<file path="config.mk">
export PLATFORM = sky130hd
export DESIGN_NAME = markup_entity_escaper_unit
export DESIGN_NICKNAME = d
export VERILOG_FILES = /design/src/rtl/core/mee_pkg.sv /design/src/rtl/core/markup_entity_escaper_unit.sv /design/src/rtl/core/mee_csr.sv /design/src/rtl/core/mee_classify.sv /design/src/rtl/core/mee_emit.sv
export SDC_FILE = /design/constraint.sdc
export NUM_CORES = 1
export LEC_CHECK = 0
export ABC_AREA = 0
export BUFFER_PORTS_ARGS = -buffer_cell sky130_fd_sc_hd__buf_2
export CORE_MARGIN = 2
export CORE_UTILIZATION = 44
export DETAILED_ROUTE_END_ITERATION = 8
export GPL_ROUTABILITY_DRIVEN = 0
export PLACE_DENSITY_LB_ADDON = 0.2
export RECOVER_POWER = 50
export REMOVE_ABC_BUFFERS = 1
export SYNTH_ARGS = -nofsm -noshare
export SYNTH_HDL_FRONTEND = slang
export SYNTH_SLANG_ARGS = --single-unit
</file>
<file path="constraint.sdc">
create_clock -name clock -period 2.6 [get_ports clock]
set_input_delay 0.26 -clock clock [delete_from_list [all_inputs] [get_ports clock]]
set_output_delay 0.26 -clock clock [all_outputs]
set_load 0.02 [all_outputs]
</file>
<file path="src/rtl/core/mee_pkg.sv">
// Shared types, constants and entity tables for the markup entity escaper.
// Used by every module of the block; depends on nothing.
package mee_pkg;

   localparam int CharWidth   = 16;
   localparam int EntCount    = 8;
   localparam int EntMaxLen   = 6;
   localparam int EntIdxWidth = $clog2(EntCount);
   localparam int PosWidth    = $clog2(EntMaxLen + 1);

   localparam int CsrAddrWidth = 3;
   localparam int CsrDataWidth = 32;

   // Register indexes on the configuration port.
   localparam logic REG_ENTITY_MASK = 1'b0;

   localparam logic [EntCount-1:0] MaskReset = 8'hFF;

   // Code unit that each entity replaces; entry i is enabled by mask bit i.
   localparam logic [CharWidth-1:0] EntCode [EntCount] = '{
      16'h0026, 16'h003C, 16'h003E, 16'h0022,
      16'h00A0, 16'h0009, 16'h000A, 16'h000D
   };

   localparam logic [PosWidth-1:0] EntLen [EntCount] = '{
      3'd5, 3'd4, 3'd4, 3'd6, 3'd6, 3'd4, 3'd5, 3'd5
   };

   // Entity text, first character in the lowest byte.
   localparam logic [8*EntMaxLen-1:0] EntText [EntCount] = '{
      48'h00_3B_70_6D_61_26,   // &amp;
      48'h00_00_3B_74_6C_26,   // &lt;
      48'h00_00_3B_74_67_26,   // &gt;
      48'h3B_74_6F_75_71_26,   // &quot;
      48'h3B_70_73_62_6E_26,   // &nbsp;
      48'h00_00_3B_39_23_26,   // &#9;
      48'h00_3B_30_31_23_26,   // &#10;
      48'h00_3B_33_31_23_26    // &#13;
   };

   typedef struct packed {
      logic                   is_ent;
      logic [EntIdxWidth-1:0] idx;
   } class_type;

   function automatic logic [CharWidth-1:0] entity_char(
      input logic [EntIdxWidth-1:0] idx,
      input logic [PosWidth-1:0]    pos
   );
      logic [8*EntMaxLen-1:0] text;
      logic [7:0]             c;
      text = EntText[idx];
      c    = 8'h00;
      for (int k = 0; k < EntMaxLen; k++) begin
         if (pos == PosWidth'(k)) begin
            c = text[8*k +: 8];
         end
      end
      return {{(CharWidth-8){1'b0}}, c};
   endfunction

endpackage

</file>
<file path="src/rtl/core/markup_entity_escaper_unit.sv">
// Markup entity escaper: one text code unit in per request; enabled escapable
// characters come out as their entity strings (4 to 6 units), all others pass through
// as one unit. Plain requests are taken at one request per cycle while the result side
// is not stalled; an entity holds its request until its last character has moved to the
// result register, and the holding register takes the next request in that same cycle.
// A request passes through the holding register and then the result register. tlast on
// the result side marks the last unit of each request; tuser carries the end-of-text flag
// on that unit. Depends on mee_pkg, mee_csr, mee_classify and mee_emit.
module markup_entity_escaper_unit
   import mee_pkg::*;
(
   input  logic                    clock,
   input  logic                    reset,
   input  logic                    req_tvalid,
   output logic                    req_tready,
   input  logic [CharWidth-1:0]    req_tdata,   // [15:0] char_code
   input  logic                    req_tlast,   // text_end
   output logic                    rsp_tvalid,
   input  logic                    rsp_tready,
   output logic [CharWidth-1:0]    rsp_tdata,   // [15:0] out_char
   output logic                    rsp_tlast,   // run_last
   output logic [0:0]              rsp_tuser,   // [0] out_text_end
   input  logic                    csr_psel,
   input  logic                    csr_penable,
   input  logic                    csr_pwrite,
   input  logic [CsrAddrWidth-1:0] csr_paddr,
   input  logic [CsrDataWidth-1:0] csr_pwdata,
   output logic [CsrDataWidth-1:0] csr_prdata,
   output logic                    csr_pready
);

   logic [EntCount-1:0] entity_mask;
   class_type           req_class;

   mee_csr u_csr (
      .clock       (clock),
      .reset       (reset),
      .csr_psel    (csr_psel),
      .csr_penable (csr_penable),
      .csr_pwrite  (csr_pwrite),
      .csr_paddr   (csr_paddr),
      .csr_pwdata  (csr_pwdata),
      .csr_prdata  (csr_prdata),
      .csr_pready  (csr_pready),
      .entity_mask (entity_mask)
   );

   mee_classify u_classify (
      .char_code   (req_tdata),
      .entity_mask (entity_mask),
      .char_class  (req_class)
   );

   mee_emit u_emit (
      .clock      (clock),
      .reset      (reset),
      .req_tvalid (req_tvalid),
      .req_tready (req_tready),
      .req_char   (req_tdata),
      .req_end    (req_tlast),
      .req_class  (req_class),
      .rsp_tvalid (rsp_tvalid),
      .rsp_tready (rsp_tready),
      .rsp_char   (rsp_tdata),
      .rsp_last   (rsp_tlast),
      .rsp_end    (rsp_tuser[0])
   );

endmodule

</file>
<file path="src/rtl/core/mee_csr.sv">
// Configuration register file: holds the entity enable mask behind an APB-style port.
// Depends on mee_pkg.
module mee_csr
   import mee_pkg::*;
(
   input  logic                    clock,
   input  logic                    reset,
   input  logic                    csr_psel,
   input  logic                    csr_penable,
   input  logic                    csr_pwrite,
   input  logic [CsrAddrWidth-1:0] csr_paddr,
   input  logic [CsrDataWidth-1:0] csr_pwdata,
   output logic [CsrDataWidth-1:0] csr_prdata,
   output logic                    csr_pready,
   output logic [EntCount-1:0]     entity_mask
);

   logic [EntCount-1:0] mask_ff;
   logic [EntCount-1:0] mask_in;
   logic                reg_idx;
   logic                wr_en;

   assign reg_idx    = csr_paddr[2];
   assign csr_pready = 1'b1;
   assign wr_en      = csr_psel && csr_penable && csr_pwrite && csr_pready;

   always_comb begin
      mask_in = mask_ff;
      if (wr_en && reg_idx == REG_ENTITY_MASK) begin
         mask_in = csr_pwdata[EntCount-1:0];
      end
   end

   always_ff @(posedge clock) begin
      if (reset) begin
         mask_ff <= MaskReset;
      end else begin
         mask_ff <= mask_in;
      end
   end

   always_comb begin
      csr_prdata = '0;
      if (reg_idx == REG_ENTITY_MASK) begin
         csr_prdata = {{(CsrDataWidth-EntCount){1'b0}}, mask_ff};
      end
   end

   assign entity_mask = mask_ff;

endmodule

</file>
<file path="src/rtl/core/mee_classify.sv">
// Decides whether an incoming code unit is an enabled escapable character.
// Depends on mee_pkg.
module mee_classify
   import mee_pkg::*;
(
   input  logic [CharWidth-1:0] char_code,
   input  logic [EntCount-1:0]  entity_mask,
   output class_type            char_class
);

   always_comb begin
      char_class = '0;
      // Codes are distinct, so at most one entry matches.
      for (int i = EntCount - 1; i >= 0; i--) begin
         if (char_code == EntCode[i] && entity_mask[i]) begin
            char_class.is_ent = 1'b1;
            char_class.idx    = EntIdxWidth'(i);
         end
      end
   end

endmodule

</file>
<file path="src/rtl/core/mee_emit.sv">
// Holding register and result register: expands a held request into one or more
// result units. Depends on mee_pkg.
module mee_emit
   import mee_pkg::*;
(
   input  logic                 clock,
   input  logic                 reset,
   input  logic                 req_tvalid,
   output logic                 req_tready,
   input  logic [CharWidth-1:0] req_char,
   input  logic                 req_end,
   input  class_type            req_class,
   output logic                 rsp_tvalid,
   input  logic                 rsp_tready,
   output logic [CharWidth-1:0] rsp_char,
   output logic                 rsp_last,
   output logic                 rsp_end
);

   logic                 hold_valid_ff, hold_valid_in;
   logic [CharWidth-1:0] hold_char_ff, hold_char_in;
   logic                 hold_end_ff, hold_end_in;
   class_type            hold_class_ff, hold_class_in;
   logic [PosWidth-1:0]  pos_ff, pos_in;

   logic                 out_valid_ff, out_valid_in;
   logic [CharWidth-1:0] out_char_ff, out_char_in;
   logic                 out_last_ff, out_last_in;
   logic                 out_end_ff, out_end_in;

   logic out_free;
   logic unit_last;
   logic advance;
   logic release_hold;
   logic take;

   assign out_free     = !out_valid_ff || rsp_tready;
   assign unit_last    = !hold_class_ff.is_ent ||
                         (pos_ff == EntLen[hold_class_ff.idx] - PosWidth'(1));
   assign advance      = hold_valid_ff && out_free;
   assign release_hold = advance && unit_last;
   assign req_tready   = !hold_valid_ff || release_hold;
   assign take         = req_tvalid && req_tready;

   always_comb begin
      hold_valid_in = hold_valid_ff;
      hold_char_in  = hold_char_ff;
      hold_end_in   = hold_end_ff;
      hold_class_in = hold_class_ff;
      pos_in        = pos_ff;
      if (take) begin
         hold_valid_in = 1'b1;
         hold_char_in  = req_char;
         hold_end_in   = req_end;
         hold_class_in = req_class;
         pos_in        = '0;
      end else if (release_hold) begin
         hold_valid_in = 1'b0;
      end else if (advance) begin
         pos_in = pos_ff + PosWidth'(1);
      end
   end

   always_comb begin
      out_valid_in = out_valid_ff;
      out_char_in  = out_char_ff;
      out_last_in  = out_last_ff;
      out_end_in   = out_end_ff;
      if (advance) begin
         out_valid_in = 1'b1;
         out_char_in  = hold_class_ff.is_ent ?
                        entity_char(hold_class_ff.idx, pos_ff) : hold_char_ff;
         out_last_in  = unit_last;
         out_end_in   = unit_last && hold_end_ff;
      end else if (rsp_tready) begin
         out_valid_in = 1'b0;
      end
   end

   always_ff @(posedge clock) begin
      if (reset) begin
         hold_valid_ff <= 1'b0;
         out_valid_ff  <= 1'b0;
         pos_ff        <= '0;
      end else begin
         hold_valid_ff <= hold_valid_in;
         out_valid_ff  <= out_valid_in;
         pos_ff        <= pos_in;
      end
   end

   always_ff @(posedge clock) begin
      hold_char_ff  <= hold_char_in;
      hold_end_ff   <= hold_end_in;
      hold_class_ff <= hold_class_in;
      out_char_ff   <= out_char_in;
      out_last_ff   <= out_last_in;
      out_end_ff    <= out_end_in;
   end

   assign rsp_tvalid = out_valid_ff;
   assign rsp_char   = out_char_ff;
   assign rsp_last   = out_last_ff;
   assign rsp_end    = out_end_ff;

endmodule

</file>
==> metrics.txt <==
Mapped Area 0.00291 mm^2; core box area 0.00639 mm^2; Worst setup EP type output pin; final setup vio count 0; Hold Path Origin req_tlast; clk buf depth 2; reg-to-reg slack, setup 0.12 ns; first-pass GRT wire length 9250 um; Setup TNS 0 ns; HPWL after DPL 4170 um; fin. max-slew vios 0; VDD IR max 342 uV; maximum clock rate 393 MHz; Final ANT Viol Nets 0; ys async rst share 0; Switching Share 0.280; Clock transition at path regs 0.10 ns; Tot Pwr 1.76 mW; pwr dens 515 mW/mm^2; number of max-cap violations 0; actual slew at the worst max-slew pin 1.14 ns; register area share after synthesis 0.492; Rows 29; Hold Path Class in2reg; Seq pwr share 0.550; DP Area 0.00326 mm^2; Int Power 1.27 mW; vias per cell 5.05; Post-synth EDFFs 39; clock tree root driver cell clkbuf_8; First-pass DRT Iterations 4; Buffers on Ports 60; Worst Reg2Reg Path Length in Cells 9; Yosys warning count 0; Starting DRT DRC Count 144; Post-Syn Area per Cell 10.5 um^2; Routed WL 5690 um; Vias 2161; Net Switching 493 uW; worst skew pair latency 0.30 ns; pre-CTS worst setup slack 0.0811 ns; drt drc 0; Mapped Cells 278; Worst Hold End u_emit.hold_end_ff; leakage power total 1.32 nW; skew final 0.00808 ns; top_reg_cell synth edfxtp_1; Num CTS Buffers 5; Arr. time, crit path 2.28 ns; number of global-route vias before repair 1988; share of power burned in combinational logic 0.185; top cell type's share of synthesized area 0.403; #FFs+latches synth 52; DIE HEIGHT 85.3 um; remaining global-route overflow 0; final cell count without fillers 428; CTS sink cnt 52; M1 WL 2540 um; starting density of the core 0.455; final worst setup slack 0.0568 ns; post-layout net count 421; worst hold slack 0.139 ns; status finished, final reports clean; ANT cells 0; share of post-route cells with drive strength above 1 0.179; Final Cycle Share 0.978; Final min period 2.54 ns; largest net degree at the start of global routing 24; Setup crit start kind flop; num ports 112; Critical R2R Launch u_emit.hold_class_ff[0]; final instance area 0.00342 mm^2; htree depth 2; highest metal used met4; TritonCTS clock tree done; post-synth cell types 52; RSZ-0062 raised after global routing no; Die ar. 0.00728 mm^2; DR WL/cell 13.3 um; clock group share of total power 0.265; final core utilization 0.535; Crit path required time 2.34 ns; CP Max Fanout 4; R2R Path End u_emit.hold_char_ff[12]; chip width 85.3 um; GRT Resource Usage Total 0.158; Synth area leader edfxtp_1; Fin. Hold Viols 0; Post-Place Cells 415; Synth area leaders edfxtp_1 40%, dfxtp_1 9.0%, buf_4 6.5%, ha_1 5.2%, nor2b_1 4.5%; hold path depth 1; met3 wire len 478 um; Crit Path Class reg2out; Max-slew headroom 0.243; DR WL met2 2640 um; Area Growth Syn to Fin 17.6%; initial antenna violation count 0
## kinds of logic after synthesis
family	after synthesis	synth area share
compound gates	44	0.114
xor+xnor	2	0.00603
fa+ha+maj	12	0.0516
buf+inv	45	0.0908
flops	52	0.492
mux	7	0.0275
other cells	2	0.00258
simple gates	114	0.216
## synthesized netlist by cell type (8+ instances only)
cell,number
nand2_1,32
nor2_1,14
a21oi_1,11
dfxtp_1,13
nand3b_1,11
clkbuf_1,8
nor2b_1,21
nand2b_1,8
inv_1,11
edfxtp_1,39
buf_4,25
ha_1,12
## timing repair
item,CTS,global route
pin swaps,1,2
setup endpoints to repair,1,22
gates resized for setup,11,5
setup buffers,3,3
cloned,0,0
hold buffers,0,0
## cell usage in the layout (no fill, tap or decap), drive strengths merged, types with 8 or more instances in the layout
| master | synthesis | final |
|---|---|---|
| inv | 11 | 13 |
| nand2 | 32 | 32 |
| nor2 | 14 | 14 |
| nand3b | 11 | 11 |
| dfxtp | 13 | 13 |
| o21ai | 9 | 9 |
| buf | 26 | 39 |
| clkbuf | 8 | 42 |
| edfxtp | 39 | 39 |
| ha | 12 | 12 |
| nand2b | 8 | 8 |
| a21oi | 11 | 11 |
| conb | 2 | 25 |
| nor2b | 21 | 21 |
## cell type report
cell class	count	area [um^2]
timing repair buffer	76	392
multi-input combinational	204	1370
fill	590	2970
clock inverter	3	25.0
clock buffer	5	68.8
sequential	52	1430
inverter	11	41.3
tap	77	96.3
## power by group through the flow
stage	clock network, mW	registers [mW]	logic (mW)
floorplan	0	1.01	0.168
global placement	0	0.985	0.308
detailed placement	0	0.986	0.311
CTS	0.483	0.967	0.325
global route	0.517	0.973	0.357
finish	0.467	0.967	0.326
## how the worst max path moves through the flow
stage                             from                      end  cells past startpoint  slack [ns]
6_report       u_emit.hold_class_ff[0]               req_tready                      8        0.06
5_1_grt        u_emit.hold_class_ff[0]               req_tready                      9      0.0001
4_1_cts        u_emit.hold_class_ff[0]               req_tready                      9        0.01
3_5_place_dp   u_emit.hold_class_ff[1]  u_emit.hold_char_ff[10]                     10        0.08
3_3_place_gp   u_emit.hold_class_ff[1]  u_emit.hold_char_ff[10]                     10        0.09
2_1_floorplan  u_emit.hold_class_ff[1]   u_emit.hold_char_ff[0]                      9       -0.07
## state kept, by name, indices dropped and copies added (netlist names)
register,count
u_emit.hold_valid_ff,1
u_emit.rsp_char,16
u_emit.rsp_end,1
u_emit.pos_ff,3
u_emit.rsp_last,1
u_emit.hold_end_ff,1
u_emit.rsp_tvalid,1
u_emit.hold_char_ff,16
u_csr.entity_mask,8
u_emit.hold_class_ff,4
## worst max-delay path, cell delays in order, from the launching register on
cell and delay (ns):
edfxtp_1 0.44, inv_2 0.10, ha_4 0.19, mux2i_4 0.20, buf_4 0.15, buf_4 0.11, mux2_4 0.34, o31ai_4 0.30
buf_6 0.16
## per-layer routing
layer,global-route usage,vias up
met5,0,-
met2,0.250,91
met4,0.0404,0
met3,0.0418,5
li1,-,1087
met1,0.215,978
Power figures use the tool's default switching activity.
